<file path="config.mk">
export PLATFORM = sky130hd
export DESIGN_NAME = pid_controller_filtered_derivative_unit
export DESIGN_NICKNAME = d
export VERILOG_FILES = /design/src/hw/rtl/pidfd_pkg.sv /design/src/hw/rtl/pidfd_ctrl.sv /design/src/hw/rtl/pidfd_datapath.sv /design/src/hw/rtl/pid_controller_filtered_derivative_unit.sv
export SDC_FILE = /design/constraint.sdc
export NUM_CORES = 2
export LEC_CHECK = 0
export ABC_CLOCK_PERIOD_IN_PS = 26300
export BUFFER_PORTS_ARGS = -buffer_cell sky130_fd_sc_hd__clkbuf_2
export CAP_MARGIN = 10
export CORE_UTILIZATION = 45
export DETAILED_ROUTE_END_ITERATION = 7
export HOLD_SLACK_MARGIN = 0.02
export PLACE_DENSITY_LB_ADDON = 0.25
export SYNTH_ARGS = -nofsm -noshare
export SYNTH_HDL_FRONTEND = slang
export SYNTH_SLANG_ARGS = --single-unit
</file>
<file path="constraint.sdc">
create_clock -name i_clk -period 26.3 [get_ports i_clk]
set_input_delay 2.63 -clock i_clk [delete_from_list [all_inputs] [get_ports i_clk]]
set_output_delay 2.63 -clock i_clk [all_outputs]
set_load 0.05 [all_outputs]
</file>
<file path="src/hw/rtl/pidfd_pkg.sv">
package pidfd_pkg;

    localparam int DATA_WIDTH      = 32;
    localparam int FRAC_BITS       = 16;
    localparam int STEP_FRAC       = 16;
    localparam int STEP_WIDTH      = 16;
    localparam int ALPHA_WIDTH     = 17;
    localparam int LIMIT_WIDTH     = 31;
    localparam int CFG_INDEX_WIDTH = 3;
    localparam int MUL_WIDTH       = DATA_WIDTH + 1;
    localparam int PROD_WIDTH      = 2 * MUL_WIDTH;
    localparam int DIV_WIDTH       = DATA_WIDTH + STEP_FRAC;
    localparam int CNT_WIDTH       = $clog2(DIV_WIDTH);
    localparam int WIDE_WIDTH      = DATA_WIDTH + 2;

    localparam logic [ALPHA_WIDTH-1:0] ALPHA_ONE = ALPHA_WIDTH'(1 << STEP_FRAC);

    localparam logic signed [DATA_WIDTH-1:0] VMAX = {1'b0, {(DATA_WIDTH-1){1'b1}}};
    localparam logic signed [DATA_WIDTH-1:0] VMIN = {1'b1, {(DATA_WIDTH-1){1'b0}}};
    localparam logic signed [WIDE_WIDTH-1:0] WMAX = {3'b000, {(DATA_WIDTH-1){1'b1}}};
    localparam logic signed [WIDE_WIDTH-1:0] WMIN = {3'b111, {(DATA_WIDTH-1){1'b0}}};

    localparam logic [1:0] OP_STEP  = 2'd0;
    localparam logic [1:0] OP_CLEAR = 2'd1;
    localparam logic [1:0] OP_LOAD  = 2'd2;
    localparam logic [1:0] OP_SPARE = 2'd3;

    localparam logic [CFG_INDEX_WIDTH-1:0] CFG_GAIN_P = 3'd0;
    localparam logic [CFG_INDEX_WIDTH-1:0] CFG_GAIN_I = 3'd1;
    localparam logic [CFG_INDEX_WIDTH-1:0] CFG_GAIN_D = 3'd2;
    localparam logic [CFG_INDEX_WIDTH-1:0] CFG_LIMIT  = 3'd3;
    localparam logic [CFG_INDEX_WIDTH-1:0] CFG_ALPHA  = 3'd4;

    typedef struct packed {
        logic [1:0]                   opcode;
        logic signed [DATA_WIDTH-1:0] error_value;
        logic [STEP_WIDTH-1:0]        dt_value;
        logic signed [DATA_WIDTH-1:0] load_value;
    } t_in_item;

    typedef struct packed {
        logic signed [DATA_WIDTH-1:0] drive;
        logic signed [DATA_WIDTH-1:0] integrator_now;
    } t_out_item;

    typedef enum logic [3:0] {
        S_IDLE, S_MUL_P, S_SH_P, S_MUL_I1, S_SH_I1, S_MUL_I2, S_SH_I2,
        S_DIV_INIT, S_DIV, S_DIV_END, S_MUL_F, S_SH_F, S_MUL_D, S_SH_D, S_FINISH
    } t_state;

    typedef enum logic [3:0] {
        CMD_NONE, CMD_LOAD, CMD_MUL_P, CMD_SH_P, CMD_MUL_I1, CMD_SH_I1, CMD_MUL_I2,
        CMD_SH_I2, CMD_DIV_INIT, CMD_DIV_STEP, CMD_DIV_END, CMD_MUL_F, CMD_SH_F,
        CMD_MUL_D, CMD_SH_D, CMD_FINISH
    } t_cmd;

    typedef struct packed {
        logic is_step;
        logic do_i;
        logic do_d;
        logic slope_valid;
        logic div_last;
    } t_status;

    function automatic logic signed [DATA_WIDTH-1:0] mul_sat(
        input logic [PROD_WIDTH-1:0] prod, input logic neg, input logic step);
        logic [PROD_WIDTH-1:0] rl;
        rl = step ? (prod >> STEP_FRAC) : (prod >> FRAC_BITS);
        if (rl > PROD_WIDTH'(VMAX)) begin
            return neg ? VMIN : VMAX;
        end
        return neg ? -$signed(rl[DATA_WIDTH-1:0]) : $signed(rl[DATA_WIDTH-1:0]);
    endfunction

    function automatic logic signed [DATA_WIDTH-1:0] sat_wide(
        input logic signed [WIDE_WIDTH-1:0] v);
        if (v > WMAX) begin
            return VMAX;
        end
        if (v < WMIN) begin
            return VMIN;
        end
        return v[DATA_WIDTH-1:0];
    endfunction

endpackage

</file>
<file path="src/hw/rtl/pidfd_ctrl.sv">
module pidfd_ctrl
    import pidfd_pkg::*;
(
    input  logic    i_clk,
    input  logic    i_rst_n,
    input  logic    i_in_valid,
    output logic    o_in_stall,
    output logic    o_out_valid,
    input  logic    i_out_stall,
    input  t_status i_status,
    output t_cmd    o_cmd
);

    t_state r_state, n_state;
    logic   r_out_valid, n_out_valid;
    logic   out_free;

    assign out_free = !r_out_valid || !i_out_stall;

    always_comb begin
        n_state = r_state;
        unique case (r_state)
            S_IDLE:     if (i_in_valid) n_state = S_MUL_P;
            S_MUL_P:    n_state = S_SH_P;
            S_SH_P: begin
                if (!i_status.is_step) n_state = S_FINISH;
                else if (i_status.do_i) n_state = S_MUL_I1;
                else if (i_status.do_d) n_state = S_DIV_INIT;
                else n_state = S_FINISH;
            end
            S_MUL_I1:   n_state = S_SH_I1;
            S_SH_I1:    n_state = S_MUL_I2;
            S_MUL_I2:   n_state = S_SH_I2;
            S_SH_I2:    n_state = i_status.do_d ? S_DIV_INIT : S_FINISH;
            S_DIV_INIT: n_state = i_status.slope_valid ? S_DIV : S_MUL_F;
            S_DIV:      if (i_status.div_last) n_state = S_DIV_END;
            S_DIV_END:  n_state = S_MUL_F;
            S_MUL_F:    n_state = S_SH_F;
            S_SH_F:     n_state = S_MUL_D;
            S_MUL_D:    n_state = S_SH_D;
            S_SH_D:     n_state = S_FINISH;
            S_FINISH:   if (out_free) n_state = S_IDLE;
            default:    n_state = S_IDLE;
        endcase
    end

    always_comb begin
        o_cmd = CMD_NONE;
        unique case (r_state)
            S_IDLE:     o_cmd = i_in_valid ? CMD_LOAD : CMD_NONE;
            S_MUL_P:    o_cmd = CMD_MUL_P;
            S_SH_P:     o_cmd = CMD_SH_P;
            S_MUL_I1:   o_cmd = CMD_MUL_I1;
            S_SH_I1:    o_cmd = CMD_SH_I1;
            S_MUL_I2:   o_cmd = CMD_MUL_I2;
            S_SH_I2:    o_cmd = CMD_SH_I2;
            S_DIV_INIT: o_cmd = CMD_DIV_INIT;
            S_DIV:      o_cmd = CMD_DIV_STEP;
            S_DIV_END:  o_cmd = CMD_DIV_END;
            S_MUL_F:    o_cmd = CMD_MUL_F;
            S_SH_F:     o_cmd = CMD_SH_F;
            S_MUL_D:    o_cmd = CMD_MUL_D;
            S_SH_D:     o_cmd = CMD_SH_D;
            S_FINISH:   o_cmd = out_free ? CMD_FINISH : CMD_NONE;
            default:    o_cmd = CMD_NONE;
        endcase
    end

    always_comb begin
        n_out_valid = r_out_valid;
        priority if (r_state == S_FINISH && out_free) begin
            n_out_valid = 1'b1;
        end else if (r_out_valid && !i_out_stall) begin
            n_out_valid = 1'b0;
        end
    end

    assign o_in_stall  = (r_state != S_IDLE);
    assign o_out_valid = r_out_valid;

    always_ff @(posedge i_clk) begin
        if (!i_rst_n) begin
            r_state     <= S_IDLE;
            r_out_valid <= 1'b0;
        end else begin
            r_state     <= n_state;
            r_out_valid <= n_out_valid;
        end
    end

endmodule

</file>
<file path="src/hw/rtl/pidfd_datapath.sv">
module pidfd_datapath
    import pidfd_pkg::*;
(
    input  logic                       i_clk,
    input  logic                       i_rst_n,
    input  logic                       i_cfg_write,
    input  logic [CFG_INDEX_WIDTH-1:0] i_cfg_index,
    input  logic [DATA_WIDTH-1:0]      i_cfg_data,
    input  t_in_item                   i_in_data,
    input  t_cmd                       i_cmd,
    output t_status                    o_status,
    output t_out_item                  o_out_data
);

    logic signed [DATA_WIDTH-1:0] r_gain_p, r_gain_i, r_gain_d;
    logic [LIMIT_WIDTH-1:0]       r_limit;
    logic [ALPHA_WIDTH-1:0]       r_alpha;

    logic [1:0]                   r_op;
    logic signed [DATA_WIDTH-1:0] r_err;
    logic [STEP_WIDTH-1:0]        r_dt;

    logic signed [DATA_WIDTH-1:0] r_isum, r_prev, r_filt;
    logic                         r_slope_valid;

    logic signed [DATA_WIDTH-1:0] r_p, r_i, r_d, r_t, r_slope;
    logic [PROD_WIDTH-1:0]        r_prod;
    logic                         r_neg, r_step_sh, r_dneg;
    logic [DIV_WIDTH-1:0]         r_dq;
    logic [STEP_WIDTH-1:0]        r_rem;
    logic [CNT_WIDTH-1:0]         r_cnt;
    t_out_item                    r_out;

    logic signed [MUL_WIDTH-1:0]  mul_a, mul_b;
    logic [MUL_WIDTH-1:0]         mag_a, mag_b;
    logic [ALPHA_WIDTH-1:0]       alpha_eff;
    logic signed [DATA_WIDTH-1:0] sh_res, sum_i, lim, clamp_i, sum_f;
    logic signed [MUL_WIDTH-1:0]  diff;
    logic [MUL_WIDTH-1:0]         diff_mag;
    logic [STEP_WIDTH:0]          rem_sh;
    logic                         ge;

    assign alpha_eff = (r_alpha > ALPHA_ONE) ? ALPHA_ONE : r_alpha;

    // operand select for the shared multiplier
    always_comb begin
        mul_a = '0;
        mul_b = '0;
        unique case (i_cmd)
            CMD_MUL_P: begin
                mul_a = MUL_WIDTH'(r_err);
                mul_b = MUL_WIDTH'(r_gain_p);
            end
            CMD_MUL_I1: begin
                mul_a = MUL_WIDTH'(r_err);
                mul_b = MUL_WIDTH'(r_gain_i);
            end
            CMD_MUL_I2: begin
                mul_a = MUL_WIDTH'(r_t);
                mul_b = $signed(MUL_WIDTH'(r_dt));
            end
            CMD_MUL_F: begin
                mul_a = $signed(MUL_WIDTH'(alpha_eff));
                mul_b = MUL_WIDTH'(r_slope) - MUL_WIDTH'(r_filt);
            end
            CMD_MUL_D: begin
                mul_a = MUL_WIDTH'(r_gain_d);
                mul_b = MUL_WIDTH'(r_filt);
            end
            default: begin
                mul_a = '0;
                mul_b = '0;
            end
        endcase
    end

    assign mag_a = mul_a[MUL_WIDTH-1] ? MUL_WIDTH'(-mul_a) : MUL_WIDTH'(mul_a);
    assign mag_b = mul_b[MUL_WIDTH-1] ? MUL_WIDTH'(-mul_b) : MUL_WIDTH'(mul_b);

    assign sh_res = mul_sat(r_prod, r_neg, r_step_sh);
    assign sum_i  = sat_wide(WIDE_WIDTH'(r_isum) + WIDE_WIDTH'(sh_res));
    assign lim    = $signed(DATA_WIDTH'(r_limit));
    always_comb begin
        priority if (sum_i < -lim) begin
            clamp_i = -lim;
        end else if (sum_i > lim) begin
            clamp_i = lim;
        end else begin
            clamp_i = sum_i;
        end
    end
    assign sum_f = sat_wide(WIDE_WIDTH'(r_filt) + WIDE_WIDTH'(sh_res));

    assign diff     = MUL_WIDTH'(r_err) - MUL_WIDTH'(r_prev);
    assign diff_mag = diff[MUL_WIDTH-1] ? MUL_WIDTH'(-diff) : MUL_WIDTH'(diff);

    assign rem_sh = {r_rem, r_dq[DIV_WIDTH-1]};
    assign ge     = (rem_sh >= {1'b0, r_dt});

    always_ff @(posedge i_clk) begin
        if (!i_rst_n) begin
            r_gain_p      <= '0;
            r_gain_i      <= '0;
            r_gain_d      <= '0;
            r_limit       <= '0;
            r_alpha       <= '0;
            r_isum        <= '0;
            r_prev        <= '0;
            r_filt        <= '0;
            r_slope_valid <= 1'b1;
            r_cnt         <= '0;
        end else begin
            if (i_cfg_write) begin
                unique case (i_cfg_index)
                    CFG_GAIN_P: r_gain_p <= $signed(i_cfg_data);
                    CFG_GAIN_I: r_gain_i <= $signed(i_cfg_data);
                    CFG_GAIN_D: r_gain_d <= $signed(i_cfg_data);
                    CFG_LIMIT:  r_limit  <= i_cfg_data[LIMIT_WIDTH-1:0];
                    CFG_ALPHA:  r_alpha  <= i_cfg_data[ALPHA_WIDTH-1:0];
                    default: ;
                endcase
            end
            unique case (i_cmd)
                CMD_LOAD: begin
                    if (i_in_data.opcode == OP_CLEAR) begin
                        r_isum        <= '0;
                        r_filt        <= '0;
                        r_slope_valid <= 1'b0;
                    end else if (i_in_data.opcode == OP_LOAD) begin
                        r_isum <= i_in_data.load_value;
                    end
                end
                CMD_SH_I2: r_isum <= clamp_i;
                CMD_DIV_INIT: begin
                    r_cnt <= '0;
                    if (!r_slope_valid) begin
                        r_filt        <= '0;
                        r_slope_valid <= 1'b1;
                    end
                end
                CMD_DIV_STEP: r_cnt <= r_cnt + 1'b1;
                CMD_SH_F: begin
                    r_filt <= sum_f;
                    r_prev <= r_err;
                end
                default: ;
            endcase
        end
    end

    always_ff @(posedge i_clk) begin
        unique case (i_cmd)
            CMD_LOAD: begin
                r_op  <= i_in_data.opcode;
                r_err <= i_in_data.error_value;
                r_dt  <= i_in_data.dt_value;
                r_p   <= '0;
                r_i   <= '0;
                r_d   <= '0;
            end
            CMD_MUL_P, CMD_MUL_I1, CMD_MUL_D: begin
                r_prod    <= PROD_WIDTH'(mag_a) * PROD_WIDTH'(mag_b);
                r_neg     <= mul_a[MUL_WIDTH-1] ^ mul_b[MUL_WIDTH-1];
                r_step_sh <= 1'b0;
            end
            CMD_MUL_I2, CMD_MUL_F: begin
                r_prod    <= PROD_WIDTH'(mag_a) * PROD_WIDTH'(mag_b);
                r_neg     <= mul_a[MUL_WIDTH-1] ^ mul_b[MUL_WIDTH-1];
                r_step_sh <= 1'b1;
            end
            CMD_SH_P:  r_p <= (r_op == OP_STEP) ? sh_res : '0;
            CMD_SH_I1: r_t <= sh_res;
            CMD_SH_I2: r_i <= clamp_i;
            CMD_DIV_INIT: begin
                r_slope <= '0;
                r_dneg  <= diff[MUL_WIDTH-1];
                r_dq    <= {diff_mag[DATA_WIDTH-1:0], {STEP_FRAC{1'b0}}};
                r_rem   <= '0;
            end
            CMD_DIV_STEP: begin
                r_rem <= ge ? STEP_WIDTH'(rem_sh - {1'b0, r_dt}) : rem_sh[STEP_WIDTH-1:0];
                r_dq  <= {r_dq[DIV_WIDTH-2:0], ge};
            end
            CMD_DIV_END: begin
                if (r_dq > DIV_WIDTH'(VMAX)) begin
                    r_slope <= r_dneg ? VMIN : VMAX;
                end else begin
                    r_slope <= r_dneg ? -$signed(r_dq[DATA_WIDTH-1:0])
                                      : $signed(r_dq[DATA_WIDTH-1:0]);
                end
            end
            CMD_SH_D: r_d <= sh_res;
            CMD_FINISH: begin
                r_out.drive <= sat_wide(WIDE_WIDTH'(r_p) + WIDE_WIDTH'(r_i) + WIDE_WIDTH'(r_d));
                r_out.integrator_now <= r_isum;
            end
            default: ;
        endcase
    end

    assign o_status.is_step     = (r_op == OP_STEP);
    assign o_status.do_i        = (r_gain_i != '0) && (r_dt != '0);
    assign o_status.do_d        = (r_gain_d != '0) && (r_dt != '0);
    assign o_status.slope_valid = r_slope_valid;
    assign o_status.div_last    = (r_cnt == CNT_WIDTH'(DIV_WIDTH - 1));
    assign o_out_data           = r_out;

endmodule

</file>
<file path="src/hw/rtl/pid_controller_filtered_derivative_unit.sv">
// clear, load and unused opcodes take the short path: proportional multiply, shift, finish;
// a full step adds the shared multiplier passes and the 48-step bit-serial slope divide;
// shorter when I or D is skipped
// one item at a time: the input stalls until the result is registered, the next item can be
// taken in the cycle after that, and finishing waits while the output is stalled
// reset: synchronous active low; clears config registers, integrator, previous error and filter, slope marked valid
module pid_controller_filtered_derivative_unit
    import pidfd_pkg::*;
(
    input  logic                       i_clk,
    input  logic                       i_rst_n,
    input  logic                       i_in_valid,
    output logic                       o_in_stall,
    input  t_in_item                   i_in_data,
    output logic                       o_out_valid,
    input  logic                       i_out_stall,
    output t_out_item                  o_out_data,
    input  logic                       i_cfg_valid,
    output logic                       o_cfg_ready,
    input  logic [CFG_INDEX_WIDTH-1:0] i_cfg_index,
    input  logic [DATA_WIDTH-1:0]      i_cfg_data
);

    t_cmd    cmd;
    t_status status;

    assign o_cfg_ready = 1'b1;

    pidfd_ctrl u_ctrl (
        .i_clk       (i_clk),
        .i_rst_n     (i_rst_n),
        .i_in_valid  (i_in_valid),
        .o_in_stall  (o_in_stall),
        .o_out_valid (o_out_valid),
        .i_out_stall (i_out_stall),
        .i_status    (status),
        .o_cmd       (cmd)
    );

    pidfd_datapath u_datapath (
        .i_clk       (i_clk),
        .i_rst_n     (i_rst_n),
        .i_cfg_write (i_cfg_valid && o_cfg_ready),
        .i_cfg_index (i_cfg_index),
        .i_cfg_data  (i_cfg_data),
        .i_in_data   (i_in_data),
        .i_cmd       (cmd),
        .o_status    (status),
        .o_out_data  (o_out_data)
    );

endmodule

</file>
# Word-level counts from Yosys, hierarchy flattened
# Cells that the tools add are included.
dict set report word_totals {
  ff_bits 658
  inputBits 122
  wordCells 199
}
dict set report op_classes {
  addsub 14
  mul 1
  n_lt_le_gt_ge 12
  eq_ne 42
  muxes 69
  bitwise_logic 1
  n_reduce_logical 33
}
# operator count
set op_table {}
lappend op_table {{$mux W32} 27}
lappend op_table {{$pmux W32 S2} 5}
lappend op_table {{$pmux W33 S5} 1}
lappend op_table {{$pmux W33 S4} 1}
lappend op_table {{$pmux W4 S15} 2}
lappend op_table {{$gt A34 B32 Y1 const B} 3}
lappend op_table {{$lt A34 B32 Y1 const B} 3}
lappend op_table {{$add A32 B32 Y33} 3}
lappend op_table {{$neg A32 Y32} 3}
lappend op_table {{$pmux W32 S3} 1}
lappend op_table {{$pmux W48 S2} 1}
lappend op_table {{$mul A33 B33 Y66} 1}
lappend op_table {{$mux W33} 2}
lappend op_table {{$neg A33 Y33} 2}
lappend op_table {{$sub A32 B32 Y33} 2}
lappend op_table {{$reduce_bool A32 Y1} 2}
lappend op_table {{$eq A4 B4 Y1 const B} 15}
lappend op_table {{$gt A50 B31 Y1 const B} 1}
lappend op_table {{$gt A48 B31 Y1 const B} 1}
lappend op_table {{$add A33 B32 Y34} 1}
lappend op_table {{$eq A4 B3 Y1 const B} 8}
lappend op_table {{$gt A32 B32 Y1} 1}
lappend op_table {{$lt A32 B32 Y1} 1}
lappend op_table {{$neg A31 Y32} 1}
lappend op_table {{other kinds (38)} 84}

# Longest topological paths before layout
dict set report logic_depth {
  word_depth 13
  mapped_depth 47
  ltp_nobuf 46
}

# Cells and area by module
# A second synthesis with hierarchy kept.
dict set report unflattened {
  cells_unflattened 8524
  hier_area_um2 74988.2
}
# module n_inst cells_per_inst area_per_inst_um2 seq_area_each_um2
set by_module_without_submodules {}
lappend by_module_without_submodules {pidfd_datapath 1 8464 74565.3 16656.0}
lappend by_module_without_submodules {pidfd_ctrl 1 58 411.6 100.1}
lappend by_module_without_submodules {pid_controller_filtered_derivative_unit 1 2 11.3 0.0}

# Least setup slack after synthesis
# Ideal clock, no wire load.
dict set report synth_timing {
  path_type {reg-to-reg}
  start {register u_datapath.r_filt[7]}
  end {register u_datapath.r_prod[48], data pin}
  arrival_time_ns 10.869
  required_ns 26.041
  slack_ns 15.172
  path_stages_with_launch 42
  n_path_buf 1
  cell_sequence {dfxtp_1 -> inv_1 -> ha_1 -> and2_1 -> or4_1 -> o21ai_2 -> a21oi_2 -> a21oi_2 -> o21ai_1 -> xnor2_1 -> a221oi_2 -> nor4b_4 -> nand3_4 -> o41ai_4 -> xnor2_1 -> clkbuf_1 -> nand2_1 -> fa_1 -> (+6 left out) -> fa_1 -> inv_1 -> fa_1 -> inv_1 -> ha_1 -> nand4_1 -> nor3_1 -> a21oi_1 -> nor2b_1 -> o21ai_0 -> a21oi_1 -> a211oi_1 -> o21ai_1 -> or4_1 -> a31oi_1 -> a21oi_1 -> o21ba_2 -> xnor2_1}
}
dict set report synth_between {
  elab_chain_cells 5
}
# item line
set synth_lines {}
lappend synth_lines {{start: declaration} pidfd_datapath.sv:23} ;# logic signed [DATA_WIDTH-1:0] r_isum, r_prev, r_filt;
lappend synth_lines {{start signal: assignment} pidfd_datapath.sv:143} ;# r_filt <= sum_f;
lappend synth_lines {{$sub A32 B32 Y33} pidfd_datapath.sv:64} ;# mul_b = MUL_WIDTH'(r_slope) - MUL_WIDTH'(r_filt);
lappend synth_lines {{$pmux W33 S5 *} pidfd_datapath.sv:49} ;# unique case (i_cmd)
lappend synth_lines {{$neg A33 Y33} pidfd_datapath.sv:78} ;# assign mag_b = mul_b[MUL_WIDTH-1] ? MUL_WIDTH'(-mul_b) : MUL_WIDTH'(mul_b);
lappend synth_lines {{$mux W33 *} pidfd_datapath.sv:78}
lappend synth_lines {{$mul A33 B33 Y66 *} {pidfd_datapath.sv:162, pidfd_datapath.sv:167}}
lappend synth_lines {{end signal: assignment} pidfd_datapath.sv:162} ;# r_prod <= PROD_WIDTH'(mag_a) * PROD_WIDTH'(mag_b);
lappend synth_lines {{end signal: assignment} pidfd_datapath.sv:167} ;# r_prod <= PROD_WIDTH'(mag_a) * PROD_WIDTH'(mag_b);
lappend synth_lines {{end: declaration} pidfd_datapath.sv:27} ;# logic [PROD_WIDTH-1:0] r_prod;
# Mark *: on every way between the ends. The rest lies on a longest branch, timed or not.
# A chain may end at the register's enable or synchronous reset.

# Worst setup path in the final report
dict set report layout_timing {
  start {register u_ctrl.r_state[3]}
  end {register u_datapath.r_prod[48], data pin}
}
dict set report layout_between {
  elab_chain_cells 8
}
# item line
set layout_lines {}
lappend layout_lines {{start: declaration} pidfd_ctrl.sv:14} ;# t_state r_state, n_state;
lappend layout_lines {{start signal: assignment} pidfd_ctrl.sv:86} ;# r_state <= n_state;
lappend layout_lines {{$eq A4 B4 Y1, or another cell as far along} pidfd_ctrl.sv:49} ;# unique case (r_state)
lappend layout_lines {{$pmux W4 S15 *} pidfd_ctrl.sv:49}
lappend layout_lines {{$eq A4 B2 Y1 or $eq A4 B3 Y1 (tied branches)} {pidfd_datapath.sv:49, pidfd_datapath.sv:152}}
lappend layout_lines {{$reduce_or A2 Y1 (no line)} --}
lappend layout_lines {{$pmux W33 S4} pidfd_datapath.sv:49}
lappend layout_lines {{$neg A33 Y33} pidfd_datapath.sv:77} ;# assign mag_a = mul_a[MUL_WIDTH-1] ? MUL_WIDTH'(-mul_a) : MUL_WIDTH'(mul_a);
lappend layout_lines {{$mux W33} pidfd_datapath.sv:77}
lappend layout_lines {{$mul A33 B33 Y66 *} {pidfd_datapath.sv:162, pidfd_datapath.sv:167}}
# Marked as above.

==> reports/results.tsv <==
metric	value	unit
synth-seq-cells	642	
worstReg2RegStart	u_ctrl.r_state[3]$_SDFFE_PN0P_	
power.total	0.00899	W
area_delta_synth_final	8.85	%
critPathCaptureType	flop	
setup_viol	0	
syn_area_per_cell	8.79	um2
initial_core_util	45.5	%
hold_viol	0	
cp_num_buf_inv	9	
synth_edf_count	390	
drtPass1Iterations	8	
viasPerCell	5.78	
maxCapViolCount	0	
ant_nets	0	
antennaDiodeCount	0	
io_pins	189	
placed_cell_area	78700	um2
violations	DRC	
postLayoutSetupSlackWorst	12.09	ns
crit_path_start_kind	flop	
synth_top_family_by_area	adder cells	
die_w	409	um
clk_pin_slew_worst_paths	0.06	ns
crit_arrival	14.64	ns
coreArea	164000	um2
htreeDepth	3	
async_flop_share	0	%
yosysTopAreaCell	fa_1	
critPathMaxFanout	36	
cts_buffer_depth	3	
fill_cells	15579	
nNetsFinal	10164	
crit_family	adder cells	
synth_seq_area_share	22.5	%
cts_tree	done	
critPathKind	flop to flop	
fin_crit_sh	54.0	%
synth_compound_area_share	12.9	%
post_cts_buffers	0	
synthAdderAreaFrac	35.3	%
cts_resized	0	
insertion_delay	0.69	ns
peakVddDrop	0.156	mV
die_area	167000	um2
critPathMaxStageDelay	0.92	ns
reg2reg_to	u_datapath.r_prod[48]$_DFFE_PP_	
numClockSinks	642	
first_global_vias	62050	
vias	62250	
hold_end	u_datapath.r_prev[23]$_SDFFE_PN0P_	
drv_slew	0	
critPathSlowestCell	dfxtp_1	
grt_max_degree	81	
drtIter0Drc	5862	
worst_clock_skew	0.0314	ns
route.detailed.drc	3	
die-height	409	um
ys_top_cells_by_area	fa_1, edfxtp_1, ha_1	
wl_per_cell	24.4	um
slew-limit-headroom	17.7	%
largest_reg_flops	64	
cts_buffers	69	
overflow	0	
r2r_slack	12.09	ns
path_common_cell	fa_1	
cp_num_cells	42	
powerDensity	111	nW/um2
synth-xor-area-share	3.99	%
row_count	148	
worstRegToRegCells	42	
p_leak	36.0	nW
gp_congestion	1.03	
dp_hpwl	205000	um
synth_ff_type	edfxtp_1	
tightestPinTransition	1.23	ns
clockRootBuffer	clkbuf_16	
finalCriticalPeriod	14.21	ns
synthSimpleGateAreaFrac	16.5	%
status	finished with violations	
ys_warn_count	0	
final.setup.tns	0	ns
fmax	70.4	MHz
hold_depth	2	
grt_pass1_wl	394000	um
rsz0062_at_grt	no	
synth_cells	8469	
grt_usage	31.5	%
cts_hold_buf	0	
cp.required	26.73	ns
hp-class	flop to flop	
final_cell_area	81100	um2
drive_gt1_share	7.40	%
muxShareOfSynthArea	0.522	%
place_ws	12.40	ns
antenna_found_initial	5	
wirelength	262000	um
port_buffers	187	
netlist_area	74500	um2
synth_top_area_share	26.7	%
min_from	u_datapath.r_prev[23]$_SDFFE_PN0P_	
synth.distinct_cells	101	
[worst min-delay path: stages (launching register included)]
cell     delay (ns)
dfxtp_1        0.31
nand2_1        0.05
a21oi_1        0.05
[kinds of logic after synthesis]
family | count (synthesis)
simple gates | 2806
compound gates | 1503
other cells | 2
mux | 38
fa+ha+maj | 1503
xor+xnor | 336
buf+inv | 1639
flops | 642
[synth_stat cells, types with 19 or more instances]
master	instances
a21oi_1	611
a31oi_1	55
o21bai_1	26
mux2i_1	31
o211ai_1	22
a221oi_1	22
nand2_1	1373
and3_1	56
fa_1	995
a222oi_1	44
xnor2_1	203
or4_1	19
clkbuf_1	360
o21ai_0	230
o22ai_1	40
a21o_1	141
nor2_1	696
xor2_1	129
nor4_1	54
nand2b_1	52
inv_1	1241
nand4_1	62
ha_1	506
nor3_1	108
buf_2	19
nor2b_1	66
a211oi_1	36
dfxtp_1	252
and2_1	108
o21a_1	42
edfxtp_1	390
or3_1	39
nand3_1	94
nand3b_1	22
o31ai_1	22
o22a_1	30
[through the flow]
stage | hold slack (ns) | utilization, % | instances
finish | 0.455 | 49.6 | 10773
global route | 0.472 | 49.6 | 10773
CTS | 0.456 | 49.6 | 10773
detailed placement | 0.448 | 48.2 | 10645
global placement | 0.443 | 48.2 | 10645
floorplan | 0.431 | - | 8516
[cell type report]
cell class	instances	area (um2)	share of cell area, %
multi-input cells	6235	52400	64.7
flip-flops and latches	642	16800	20.7
inverters	1243	4670	5.76
well taps	2175	2720	3.36
repair buffers	350	2160	2.66
clock buffers	88	1920	2.36
clock inverters	40	412	0.508
[cell usage in the layout (no fill, tap or decap), types with 163 or more instances in the layout]
cell type	instances
o21ai_0	230
dfxtp_1	252
nor2_1	690
nand2_1	1372
inv_1	1239
buf_4	163
fa_1	995
xnor2_1	163
edfxtp_1	390
ha_1	506
a21oi_1	608
clkbuf_2	187
[metal layers]
metal	part of all wire [%]	up-vias	routed length, um	GRT usage [%]
met5	0	-	0	0
met4	5.0	0	13200	13.8
met3	8.0	525	20900	5.02
met2	44	2618	116000	48.7
met1	43	31308	112000	43.5
li1	-	27799	-	-
[power by group]
| part | switching [W] | total (W) | internal, W |
|---|---|---|---|
| combinational | 0.00423 | 0.00626 | 0.00204 |
| clock | 0.000458 | 0.00102 | 0.000566 |
| sequential | 0.000238 | 0.00170 | 0.00147 |
[how the worst max path moves through the flow]
| stage | from | endpoint | slack, ns |
|---|---|---|---|
| floorplan | u_datapath.r_filt[7]$_SDFFE_PN0P_ | u_datapath.r_prod[48]$_DFFE_PP_ | 15.17 |
| global placement | u_ctrl.r_state[3]$_SDFFE_PN0P_ | u_datapath.r_prod[48]$_DFFE_PP_ | 12.63 |
| detailed placement | u_ctrl.r_state[3]$_SDFFE_PN0P_ | u_datapath.r_prod[48]$_DFFE_PP_ | 12.40 |
| CTS | u_ctrl.r_state[3]$_SDFFE_PN0P_ | u_datapath.r_prod[48]$_DFFE_PP_ | 12.35 |
| global route | u_ctrl.r_state[3]$_SDFFE_PN0P_ | u_datapath.r_prod[48]$_DFFE_PP_ | 11.42 |
| finish | u_ctrl.r_state[3]$_SDFFE_PN0P_ | u_datapath.r_prod[48]$_DFFE_PP_ | 12.09 |
Power figures use the tool's default switching activity.
